File: src/rtl/core/ecc_pkg.sv
// ecc_pkg: shared types, character codes and helpers for the extended cigar converter
// no dependencies; used by every file in rtl/core
package ecc_pkg;

	localparam int COUNT_BITS = 32;
	localparam int RUN_BITS   = 32;

	typedef logic [COUNT_BITS-1:0] count_t;
	typedef logic [COUNT_BITS+3:0] count_wide_t;
	typedef logic [2:0]            op_t;
	typedef logic [6:0]            char_t;

	localparam op_t OP_M    = 3'd0;
	localparam op_t OP_I    = 3'd1;
	localparam op_t OP_D    = 3'd2;
	localparam op_t OP_N    = 3'd3;
	localparam op_t OP_S    = 3'd4;
	localparam op_t OP_H    = 3'd5;
	localparam op_t OP_NONE = 3'd6;

	localparam char_t CH_0     = 7'h30;
	localparam char_t CH_9     = 7'h39;
	localparam char_t CH_LPAR  = 7'h28;
	localparam char_t CH_RPAR  = 7'h29;
	localparam char_t CH_LBRK  = 7'h5B;
	localparam char_t CH_RBRK  = 7'h5D;
	localparam char_t CH_A     = 7'h41;
	localparam char_t CH_C     = 7'h43;
	localparam char_t CH_G     = 7'h47;
	localparam char_t CH_T     = 7'h54;
	localparam char_t CH_N     = 7'h4E;
	localparam char_t CH_EQ    = 7'h3D;
	localparam char_t CH_PLUS  = 7'h2B;
	localparam char_t CH_MINUS = 7'h2D;
	localparam char_t CH_STAR  = 7'h2A;
	localparam char_t CH_PCT   = 7'h25;
	localparam char_t CH_SLASH = 7'h2F;

	localparam count_t COUNT_MAX = '1;

	typedef struct packed {
		logic [6:0] symbol;
		logic       final_symbol;
	} sym_word_t;

	typedef struct packed {
		logic [RUN_BITS-1:0] run_length;
		op_t                 op_code;
		logic                bad_symbol;
		logic                string_done;
	} tok_word_t;

	typedef struct packed {
		count_t    pend_next;
		count_t    match_next;
		tok_word_t tok0;
		tok_word_t tok1;
		logic [1:0] tok_cnt;
	} gen_out_t;

	function automatic count_t sat_add(input count_t a, input count_t b);
		logic [COUNT_BITS:0] s;
		s = {1'b0, a} + {1'b0, b};
		return s[COUNT_BITS] ? COUNT_MAX : s[COUNT_BITS-1:0];
	endfunction

	function automatic op_t map_op(input char_t c);
		op_t r;
		case (c)
			CH_PLUS:                    r = OP_I;
			CH_MINUS:                   r = OP_D;
			CH_STAR, CH_PCT, CH_SLASH:  r = OP_N;
			CH_RPAR:                    r = OP_S;
			CH_RBRK:                    r = OP_H;
			default:                    r = OP_NONE;
		endcase
		return r;
	endfunction

	function automatic tok_word_t make_tok(input count_t len, input op_t op, input logic bad);
		tok_word_t t;
		t.run_length  = RUN_BITS'(len);
		t.op_code     = op;
		t.bad_symbol  = bad;
		t.string_done = 1'b0;
		return t;
	endfunction

endpackage

File: src/rtl/core/ecc_token_gen.sv
// ecc_token_gen: decodes one character against the running counts into up to two tokens
// depends on ecc_pkg
module ecc_token_gen (
	input  ecc_pkg::sym_word_t sym,
	input  ecc_pkg::count_t    pend,
	input  ecc_pkg::count_t    match,
	output ecc_pkg::gen_out_t  gen
);

	ecc_pkg::count_wide_t ext;
	ecc_pkg::count_wide_t prod;

	always_comb begin
		ext  = ecc_pkg::count_wide_t'(pend);
		// low nibble of an ascii digit is its value
		prod = (ext << 3) + (ext << 1) + ecc_pkg::count_wide_t'(sym.symbol[3:0]);
	end

	always_comb begin
		gen.pend_next  = pend;
		gen.match_next = match;
		gen.tok0       = '0;
		gen.tok1       = '0;
		gen.tok_cnt    = 2'd0;

		case (sym.symbol) inside
			[ecc_pkg::CH_0:ecc_pkg::CH_9]: begin
				if (prod > ecc_pkg::count_wide_t'(ecc_pkg::COUNT_MAX))
					gen.pend_next = ecc_pkg::COUNT_MAX;
				else
					gen.pend_next = prod[ecc_pkg::COUNT_BITS-1:0];
			end
			ecc_pkg::CH_LPAR, ecc_pkg::CH_LBRK: begin
			end
			ecc_pkg::CH_A, ecc_pkg::CH_C, ecc_pkg::CH_G, ecc_pkg::CH_T, ecc_pkg::CH_N: begin
				gen.match_next = ecc_pkg::sat_add(match, ecc_pkg::count_t'(1));
			end
			ecc_pkg::CH_EQ: begin
				gen.match_next = ecc_pkg::sat_add(match, pend);
				gen.pend_next  = '0;
			end
			ecc_pkg::CH_PLUS, ecc_pkg::CH_MINUS, ecc_pkg::CH_STAR, ecc_pkg::CH_PCT,
			ecc_pkg::CH_SLASH, ecc_pkg::CH_RPAR, ecc_pkg::CH_RBRK: begin
				// flush pending matches ahead of the operation
				if (match != '0) begin
					gen.tok0    = ecc_pkg::make_tok(match, ecc_pkg::OP_M, 1'b0);
					gen.tok1    = ecc_pkg::make_tok(pend, ecc_pkg::map_op(sym.symbol), 1'b0);
					gen.tok_cnt = 2'd2;
				end else begin
					gen.tok0    = ecc_pkg::make_tok(pend, ecc_pkg::map_op(sym.symbol), 1'b0);
					gen.tok_cnt = 2'd1;
				end
				gen.pend_next  = '0;
				gen.match_next = '0;
			end
			default: begin
				gen.tok0       = ecc_pkg::make_tok('0, ecc_pkg::OP_NONE, 1'b1);
				gen.tok_cnt    = 2'd1;
				gen.pend_next  = '0;
				gen.match_next = '0;
			end
		endcase

		if (sym.final_symbol) begin
			if (gen.match_next != '0) begin
				if (gen.tok_cnt == 2'd0) begin
					gen.tok0    = ecc_pkg::make_tok(gen.match_next, ecc_pkg::OP_M, 1'b0);
					gen.tok_cnt = 2'd1;
				end else begin
					gen.tok1    = ecc_pkg::make_tok(gen.match_next, ecc_pkg::OP_M, 1'b0);
					gen.tok_cnt = 2'd2;
				end
			end else if (gen.tok_cnt == 2'd0) begin
				gen.tok0    = ecc_pkg::make_tok('0, ecc_pkg::OP_NONE, 1'b0);
				gen.tok_cnt = 2'd1;
			end
			if (gen.tok_cnt == 2'd2)
				gen.tok1.string_done = 1'b1;
			else
				gen.tok0.string_done = 1'b1;
			gen.pend_next  = '0;
			gen.match_next = '0;
		end
	end

endmodule

File: src/rtl/core/extended_cigar_to_cigar_converter.sv
// extended_cigar_to_cigar_converter: top level, input register, count state, output buffer
// depends on ecc_pkg and ecc_token_gen
//
// usage:
// in channel (in_valid/in_ready/in_data) takes one character word per cycle while in_ready is high:
// an ascii symbol and a flag marking the last character of a cigar string.
// out channel (out_valid/out_ready/out_data) gives sam cigar tokens:
// run length, operation code, bad symbol flag and end-of-string flag.
// a character gives zero, one or two tokens, in string order.
// an accepted character word waits in the input register, is decoded there and
// its tokens go into the two-entry output buffer that drives out_data.
// throughput: one character per cycle while the receiver keeps up and no
// character gives two tokens; a two-token character fills the two-entry
// buffer, which the single output port drains one token at a time.
// reset clears the pending count, the match total, the input register valid
// flag and the output buffer count; the first word after reset starts a fresh string.
// when the receiver stalls, the buffer holds its words and in_ready drops
// once the input register holds a word that no longer fits.
module extended_cigar_to_cigar_converter (
	input  logic                clk,
	input  logic                arst_n,
	input  logic                in_valid,
	output logic                in_ready,
	input  ecc_pkg::sym_word_t  in_data,
	output logic                out_valid,
	input  logic                out_ready,
	output ecc_pkg::tok_word_t  out_data
);

	logic               valid_s1;
	ecc_pkg::sym_word_t sym_s1;
	ecc_pkg::count_t    pend_q;
	ecc_pkg::count_t    match_q;
	ecc_pkg::tok_word_t buf_q [2];
	logic [1:0]         cnt_q;

	ecc_pkg::gen_out_t  gen;
	ecc_pkg::tok_word_t head;
	ecc_pkg::tok_word_t nb0;
	ecc_pkg::tok_word_t nb1;
	logic [1:0]         rem;
	logic [1:0]         ncnt;
	logic               pop;
	logic               consume;

	ecc_token_gen u_gen (
		.sym   (sym_s1),
		.pend  (pend_q),
		.match (match_q),
		.gen   (gen)
	);

	assign out_valid = (cnt_q != 2'd0);
	assign out_data  = buf_q[0];
	assign pop       = out_valid && out_ready;
	assign in_ready  = !valid_s1 || consume;

	always_comb begin
		if (pop) begin
			head = buf_q[1];
			rem  = cnt_q - 2'd1;
		end else begin
			head = buf_q[0];
			rem  = cnt_q;
		end
		consume = valid_s1 && (gen.tok_cnt <= (2'd2 - rem));
		nb0  = head;
		nb1  = buf_q[1];
		ncnt = rem;
		if (consume) begin
			ncnt = rem + gen.tok_cnt;
			case (rem)
				2'd0: begin
					nb0 = gen.tok0;
					nb1 = gen.tok1;
				end
				2'd1: begin
					nb1 = gen.tok0;
				end
				default: begin
				end
			endcase
		end
	end

	always_ff @(posedge clk or negedge arst_n) begin
		if (!arst_n) begin
			valid_s1 <= 1'b0;
			pend_q   <= '0;
			match_q  <= '0;
			cnt_q    <= 2'd0;
		end else begin
			if (in_ready)
				valid_s1 <= in_valid;
			if (consume) begin
				pend_q  <= gen.pend_next;
				match_q <= gen.match_next;
			end
			cnt_q <= ncnt;
		end
	end

	always_ff @(posedge clk) begin
		if (in_ready && in_valid)
			sym_s1 <= in_data;
		buf_q[0] <= nb0;
		buf_q[1] <= nb1;
	end

endmodule

File: config.mk
export PLATFORM = sky130hd
export DESIGN_NAME = extended_cigar_to_cigar_converter
export DESIGN_NICKNAME = d
export VERILOG_FILES = /design/src/rtl/core/ecc_pkg.sv /design/src/rtl/core/ecc_token_gen.sv /design/src/rtl/core/extended_cigar_to_cigar_converter.sv
export SDC_FILE = /design/constraint.sdc
export NUM_CORES = 1
export LEC_CHECK = 0
export BUFFER_PORTS_ARGS = -buffer_cell sky130_fd_sc_hd__buf_4
export CORE_MARGIN = 2
export CORE_UTILIZATION = 29
export CTS_CLUSTER_SIZE = 16
export DETAILED_ROUTE_END_ITERATION = 10
export PLACE_DENSITY_LB_ADDON = 0.2
export SLEW_MARGIN = 20
export SYNTH_ARGS = -nofsm -noshare
export SYNTH_HDL_FRONTEND = slang
export SYNTH_SLANG_ARGS = --single-unit
File: constraint.sdc
create_clock -name clk -period 14.2 [get_ports clk]
set_clock_uncertainty 0.1 [all_clocks]
set_input_delay 2.84 -clock clk [delete_from_list [all_inputs] [get_ports clk]]
set_output_delay 2.84 -clock clk [all_outputs]
set_load 0.1 [all_outputs]
# After elaboration in Yosys (flattened, before gate mapping)
# Memory sizes are Yosys's and may differ from the RTL's.
# Index checks and enable logic that the tools add are counted.
# W data, S select, Z words.
[classes] order_cmp=4 n_addsub=7 n_reduce_logical=16 mux=48 n_eq_ne=19
[ops] op="$mux W37" count=21
[ops] op="$mux W32" count=10
[ops] op="$mux W140" count=1
[ops] op="$pmux W37 S2" count=1
[ops] op="$reduce_bool A32 Y1" count=2
[ops] op="$eq A7 B6 Y1 const B" count=8
[ops] op="$eq A7 B7 Y1 const B" count=7
[ops] op="$add A35 B33 Y36" count=1
[ops] op="$add A36 B4 Y36" count=1
[ops] op="$gt A36 B32 Y1 const B" count=1
[ops] op="$add A32 B1 Y33 const B" count=1
[ops] op="$add A32 B32 Y33" count=1
[ops] op="$mux W2" count=12
[ops] op="$pmux W3 S5" count=1
[ops] op="$ge A7 B6 Y1 const B" count=1
[ops] op="$le A7 B6 Y1 const B" count=1
[ops] op="$reduce_or A7 Y1" count=1
[ops] op="$ne A3 B2 Y1 const B" count=2
[ops] op="$reduce_or A5 Y1" count=1
[ops] op="$logic_and A1 B1 Y1" count=4
[ops] op="$logic_not A2 Y1" count=2
[ops] op="$reduce_and A3 Y1" count=1
[ops] op="$reduce_or A3 Y1" count=1
[ops] op="$add A2 B2 Y2" count=1
[ops] op="other kinds (10)" count=11
[totals] mem_count=1 ff_bits=75 ram_bits=74 word_cells=101 output_inout_bits=39 in_bits=12
[memory_table] memory="buf_q" words=2 width=37 rd=2 rd_ports_with_merged_regs=0 write_ports=2 line_no="extended_cigar_to_cigar_converter.sv:34" rtl="ecc_pkg::tok_word_t buf_q [2];"

# Depth between registers and ports, before layout
[depth] ltp_word=18 mapped_depth=21 ltp_nobuf=18

# Hierarchy
# Synthesis repeated with hierarchy kept, for this count alone.
[hier_totals] hier_cells=1576 hier_area_um2=13700.6
[modules_own_cells] module="ecc_token_gen" seq_area_each_um2=0.0 area_each_um2=7278.2 instances=1 cells_each=1120
[modules_own_cells] module="extended_cigar_to_cigar_converter" seq_area_each_um2=3768.6 area_each_um2=6422.4 instances=1 cells_each=456

# Worst setup path before layout
# No wires, ideal clock.
[synth_path] path_kind="input port to output port" from="input out_ready" to="output in_ready" arrival_time_ps=5273 setup_slack_ps=5987 path_stages=12 n_path_buf=1 required_time_ps=11260 path_cell_list="nor2b_1 > buf_1 > xnor2_1 > inv_1 > ha_1 > inv_1 > ha_1 > inv_1 > nor2_1 > o22ai_1 > inv_1 > nand2_1"
[synth_via] elab_chain_cells=6
[synth_lines] item="start: declaration" line_no="extended_cigar_to_cigar_converter.sv:26" rtl="input logic out_ready,"
[synth_lines] item="$logic_and A1 B1 Y1" line_no="extended_cigar_to_cigar_converter.sv:55" rtl="assign pop = out_valid && out_ready;"
[synth_lines] item="$mux W2" line_no="extended_cigar_to_cigar_converter.sv:59" rtl="if (pop) begin"
[synth_lines] item="$sub A2 B2 Y2" line_no="extended_cigar_to_cigar_converter.sv:66" rtl="consume = valid_s1 && (gen.tok_cnt <= (2'd2 - rem));"
[synth_lines] item="$le A2 B2 Y1" line_no="extended_cigar_to_cigar_converter.sv:66"
[synth_lines] item="$logic_and A1 B1 Y1" line_no="extended_cigar_to_cigar_converter.sv:66"
[synth_lines] item="$logic_or A1 B1 Y1" line_no="extended_cigar_to_cigar_converter.sv:56" rtl="assign in_ready = !valid_s1 || consume;"
[synth_lines] item="end: declaration" line_no="extended_cigar_to_cigar_converter.sv:23" rtl="output logic in_ready,"
# Every way passes these cells.

# Final worst setup path
# Same ends and word-level chain as after synthesis.

==> flow_summary.json <==
{
  "cts_buffers": 17,
  "antenna_found_initial": 0,
  "worstPathMaxFanout": 47,
  "portBuffers": 50,
  "slew_viol_final": 0,
  "clkPwrFrac_pct": 19.5,
  "status": "complete, no violations",
  "clock_latency_ns": 0.44,
  "path_delay_family": "buffers and inverters",
  "routed_wl_um": 42200,
  "gp_congestion": 0.914,
  "final_core_util_pct": 31.9,
  "min_from": "buf_q[0][67]",
  "worstSetupPathType": "in -> out",
  "dpl_cell_area_um2": 13400,
  "fp.coreArea_um2": 44000,
  "clk_pin_slew_ns": 0.06,
  "holdPathEnd": "buf_q[0][30]",
  "synth_edf_count": 45,
  "leakagePower_nw": 5.88,
  "syn_area_um2": 12900,
  "switching_share_pct": 51.2,
  "cellInternalPower_mw": 1.16,
  "r2r_start": "sym_s1[2]",
  "cts_setup_buffers": 0,
  "rows": 77,
  "synthDistinctLibCells": 95,
  "drive_above_1_share_pct": 8.49,
  "rsz0062_at_grt": "no",
  "hold_slack_ns": 0.407,
  "num_antenna_cells": 0,
  "synth_top_area_share_pct": 13.0,
  "worst_ep_required_time_ns": 11.26,
  "drv_cap": 0,
  "crit_top_cell": "inv_1",
  "drt_iter0_drc": 1183,
  "syn2layout_area_growth_pct": 9.04,
  "vias": 11800,
  "die_x_um": 215,
  "grt_overflow_total": 0,
  "synth_async_sr_flop_share_pct": 45.0,
  "ys_warn_count": 0,
  "finalSetupTns_ns": 0,
  "seqPwrFrac_pct": 28.8,
  "io-pin-count": 51,
  "final_common_cell": "nand2_1",
  "fin_crit_sh_pct": 59.0,
  "grt_first_pass_wirelength_um": 66700,
  "relSlewSlack_pct": 34.7,
  "cts_max_level": 4,
  "postSynthCellCount": 1605,
  "die_h_um": 215,
  "ff2ff_path_depth": 19,
  "drcViolationCount": 0,
  "powerDensity_nw_per_um2": 170,
  "met3_length_um": 2250,
  "grt_max_degree": 75,
  "crit_chain": "buf_4 > nor2b_4 > buf_4 > xnor2_1 > inv_1 > ha_2 > inv_1 > ha_1 > inv_1 > nor2_1 > o22ai_1 > inv_1 > nand2_1 > buf_4",
  "fmax_mhz": 119,
  "min_period_ns": 8.37,
  "fill_cells": 4673,
  "numClockSinks": 149,
  "grt_pass1_vias": 11200,
  "synth_top_cell_by_area": "dfrtp_1",
  "hold_path.class": "reg -> reg",
  "grt_usage_pct": 18.2,
  "die-area_um2": 46100,
  "nets": 1672,
  "slowest_stage": "buf_4",
  "cts-resized-gates": 0,
  "top_layer": "met4",
  "fin_area_um2": 14000,
  "p_sw_mw": 1.22,
  "drt-met1-wl_um": 20000,
  "crit_buf_inv": 7,
  "worstHoldPathCells": 2,
  "arrival_ns": 5.43,
  "setup_viol": 0,
  "crit_path_max_incr_delay_ns": 0.55,
  "final_cell_mix": "nand2_1 (215), o21ai_0 (173), a21oi_1 (140), nor2_1 (105), ha_1 (102)",
  "cts_hold_buf": 0,
  "hold_viol_final": 0,
  "cts_tree": "done",
  "rr_endpoint": "pend_q[14]",
  "ys_seq_area_share_pct": 29.3,
  "ant_nets": 0,
  "ys_ff_latch": 149,
  "end_kind": "output pin",
  "peakVddDrop_mv": 0.156,
  "reg2reg_slack_ns": 8.47,
  "power_frac_comb_pct": 51.7,
  "syn_nets": 1723,
  "cts-root-buf": "clkbuf_16",
  "worstSetupStartpointType": "primary input",
  "vias_per_cell": 5.46,
  "start_util_pct": 29.3,
  "dominantRegCellSynth": "dfrtp_1",
  "synth.area.top_cells": "dfrtp_1 (13%), edfxtp_1 (10%), ha_1 (10%)",
  "drtPass1Iterations": 5,
  "post-dp-hpwl_um": 31900,
  "synth_area_per_cell_um2": 8.02,
  "route.met2.wl_um": 18800,
  "cts_max_path_buffers": 2,
  "wl_per_cell_um": 19.5,
  "tightest_slew_ns": 0.977
}
## layout make-up
cell class | count | area, µm² | area share (%)
flip-flops and latches | 149 | 3770 | 26.8
repair buffers | 70 | 538 | 3.83
well taps | 592 | 741 | 5.27
clock buffers | 20 | 458 | 3.26
clock inverters | 11 | 125 | 0.891
multi-input cells | 1279 | 8270 | 58.9
inverters | 37 | 139 | 0.989
## per-stage QoR
stage / total power [mW] / std cells / setup WS, ns
CTS: 2.40 / 2157 / 5.77
global route: 2.52 / 2158 / 5.55
global placement: 1.92 / 2126 / 5.82
finish: 2.38 / 2158 / 5.83
floorplan: 1.69 / 1605 / 5.99
detailed placement: 1.93 / 2126 / 5.79
## worst min-delay path, stage by stage (launching register included)
cell and delay, ns:
edfxtp_1 0.32, a211oi_1 0.06, a21oi_1 0.10
## registers in the layout, indices dropped and copies added (netlist names)
name,count
buf_q,74
match_q,32
pend_q,32
sym_s1,8
cnt_q,2
valid_s1,1
## per-layer routing
metal | vias up | global-route usage, %
met5 | - | 0
met4 | 0 | 6.27
met3 | 52 | 1.63
met2 | 389 | 28.7
met1 | 5577 | 26.0
li1 | 5767 | -
## worst max path at each step
| stage | from | to | slack [ns] | depth (start not counted) |
|---|---|---|---|---|
| floorplan | out_ready | in_ready | 5.99 | 12 |
| global placement | out_ready | in_ready | 5.82 | 13 |
| detailed placement | out_ready | in_ready | 5.79 | 13 |
| CTS | out_ready | in_ready | 5.77 | 13 |
| global route | out_ready | in_ready | 5.55 | 13 |
| finish | out_ready | in_ready | 5.83 | 14 |
## cell families (layout without fill, tap and decap cells)
group / count (synthesis) / after routing / share of synthesized area [%]
AOI/OAI and AO/OA: 545 / 545 / 26.3
and+or+nand+nor: 531 / 531 / 20.0
buffers and inverters: 177 / 138 / 6.87
DFF: 149 / 149 / 29.3
adders and majority gates: 106 / 106 / 10.5
xor gates and xnor gates: 52 / 52 / 3.54
muxes: 45 / 45 / 3.51
## cells in the mapped netlist (18+ instances only)
| cell type | number |
|---|---|
| o21ai_0 | 173 |
| a21oi_1 | 142 |
| nor3_1 | 25 |
| dfxtp_1 | 37 |
| buf_4 | 39 |
| nand2_1 | 215 |
| a21o_1 | 21 |
| clkbuf_1 | 66 |
| nand3_1 | 23 |
| buf_2 | 21 |
| mux2i_1 | 44 |
| o21a_1 | 20 |
| a31oi_1 | 20 |
| nand4_1 | 24 |
| inv_1 | 35 |
| dfrtp_1 | 67 |
| nand2b_1 | 19 |
| and3_1 | 21 |
| ha_1 | 103 |
| xor2_1 | 18 |
| a211oi_1 | 19 |
| nor2_1 | 107 |
| nor2b_1 | 22 |
| xnor2_1 | 34 |
| edfxtp_1 | 45 |
| o22ai_1 | 29 |
## power groups by stage
stage / clock network (mW) / logic (mW) / registers (mW)
final: 0.464 / 1.23 / 0.686
after floorplan: 0 / 1.03 / 0.660
after CTS: 0.476 / 1.23 / 0.691
after global placement: 0 / 1.22 / 0.696
after detailed placement: 0 / 1.23 / 0.699
after global routing: 0.493 / 1.32 / 0.704
No activity file was read; power rests on OpenSTA's default activity.
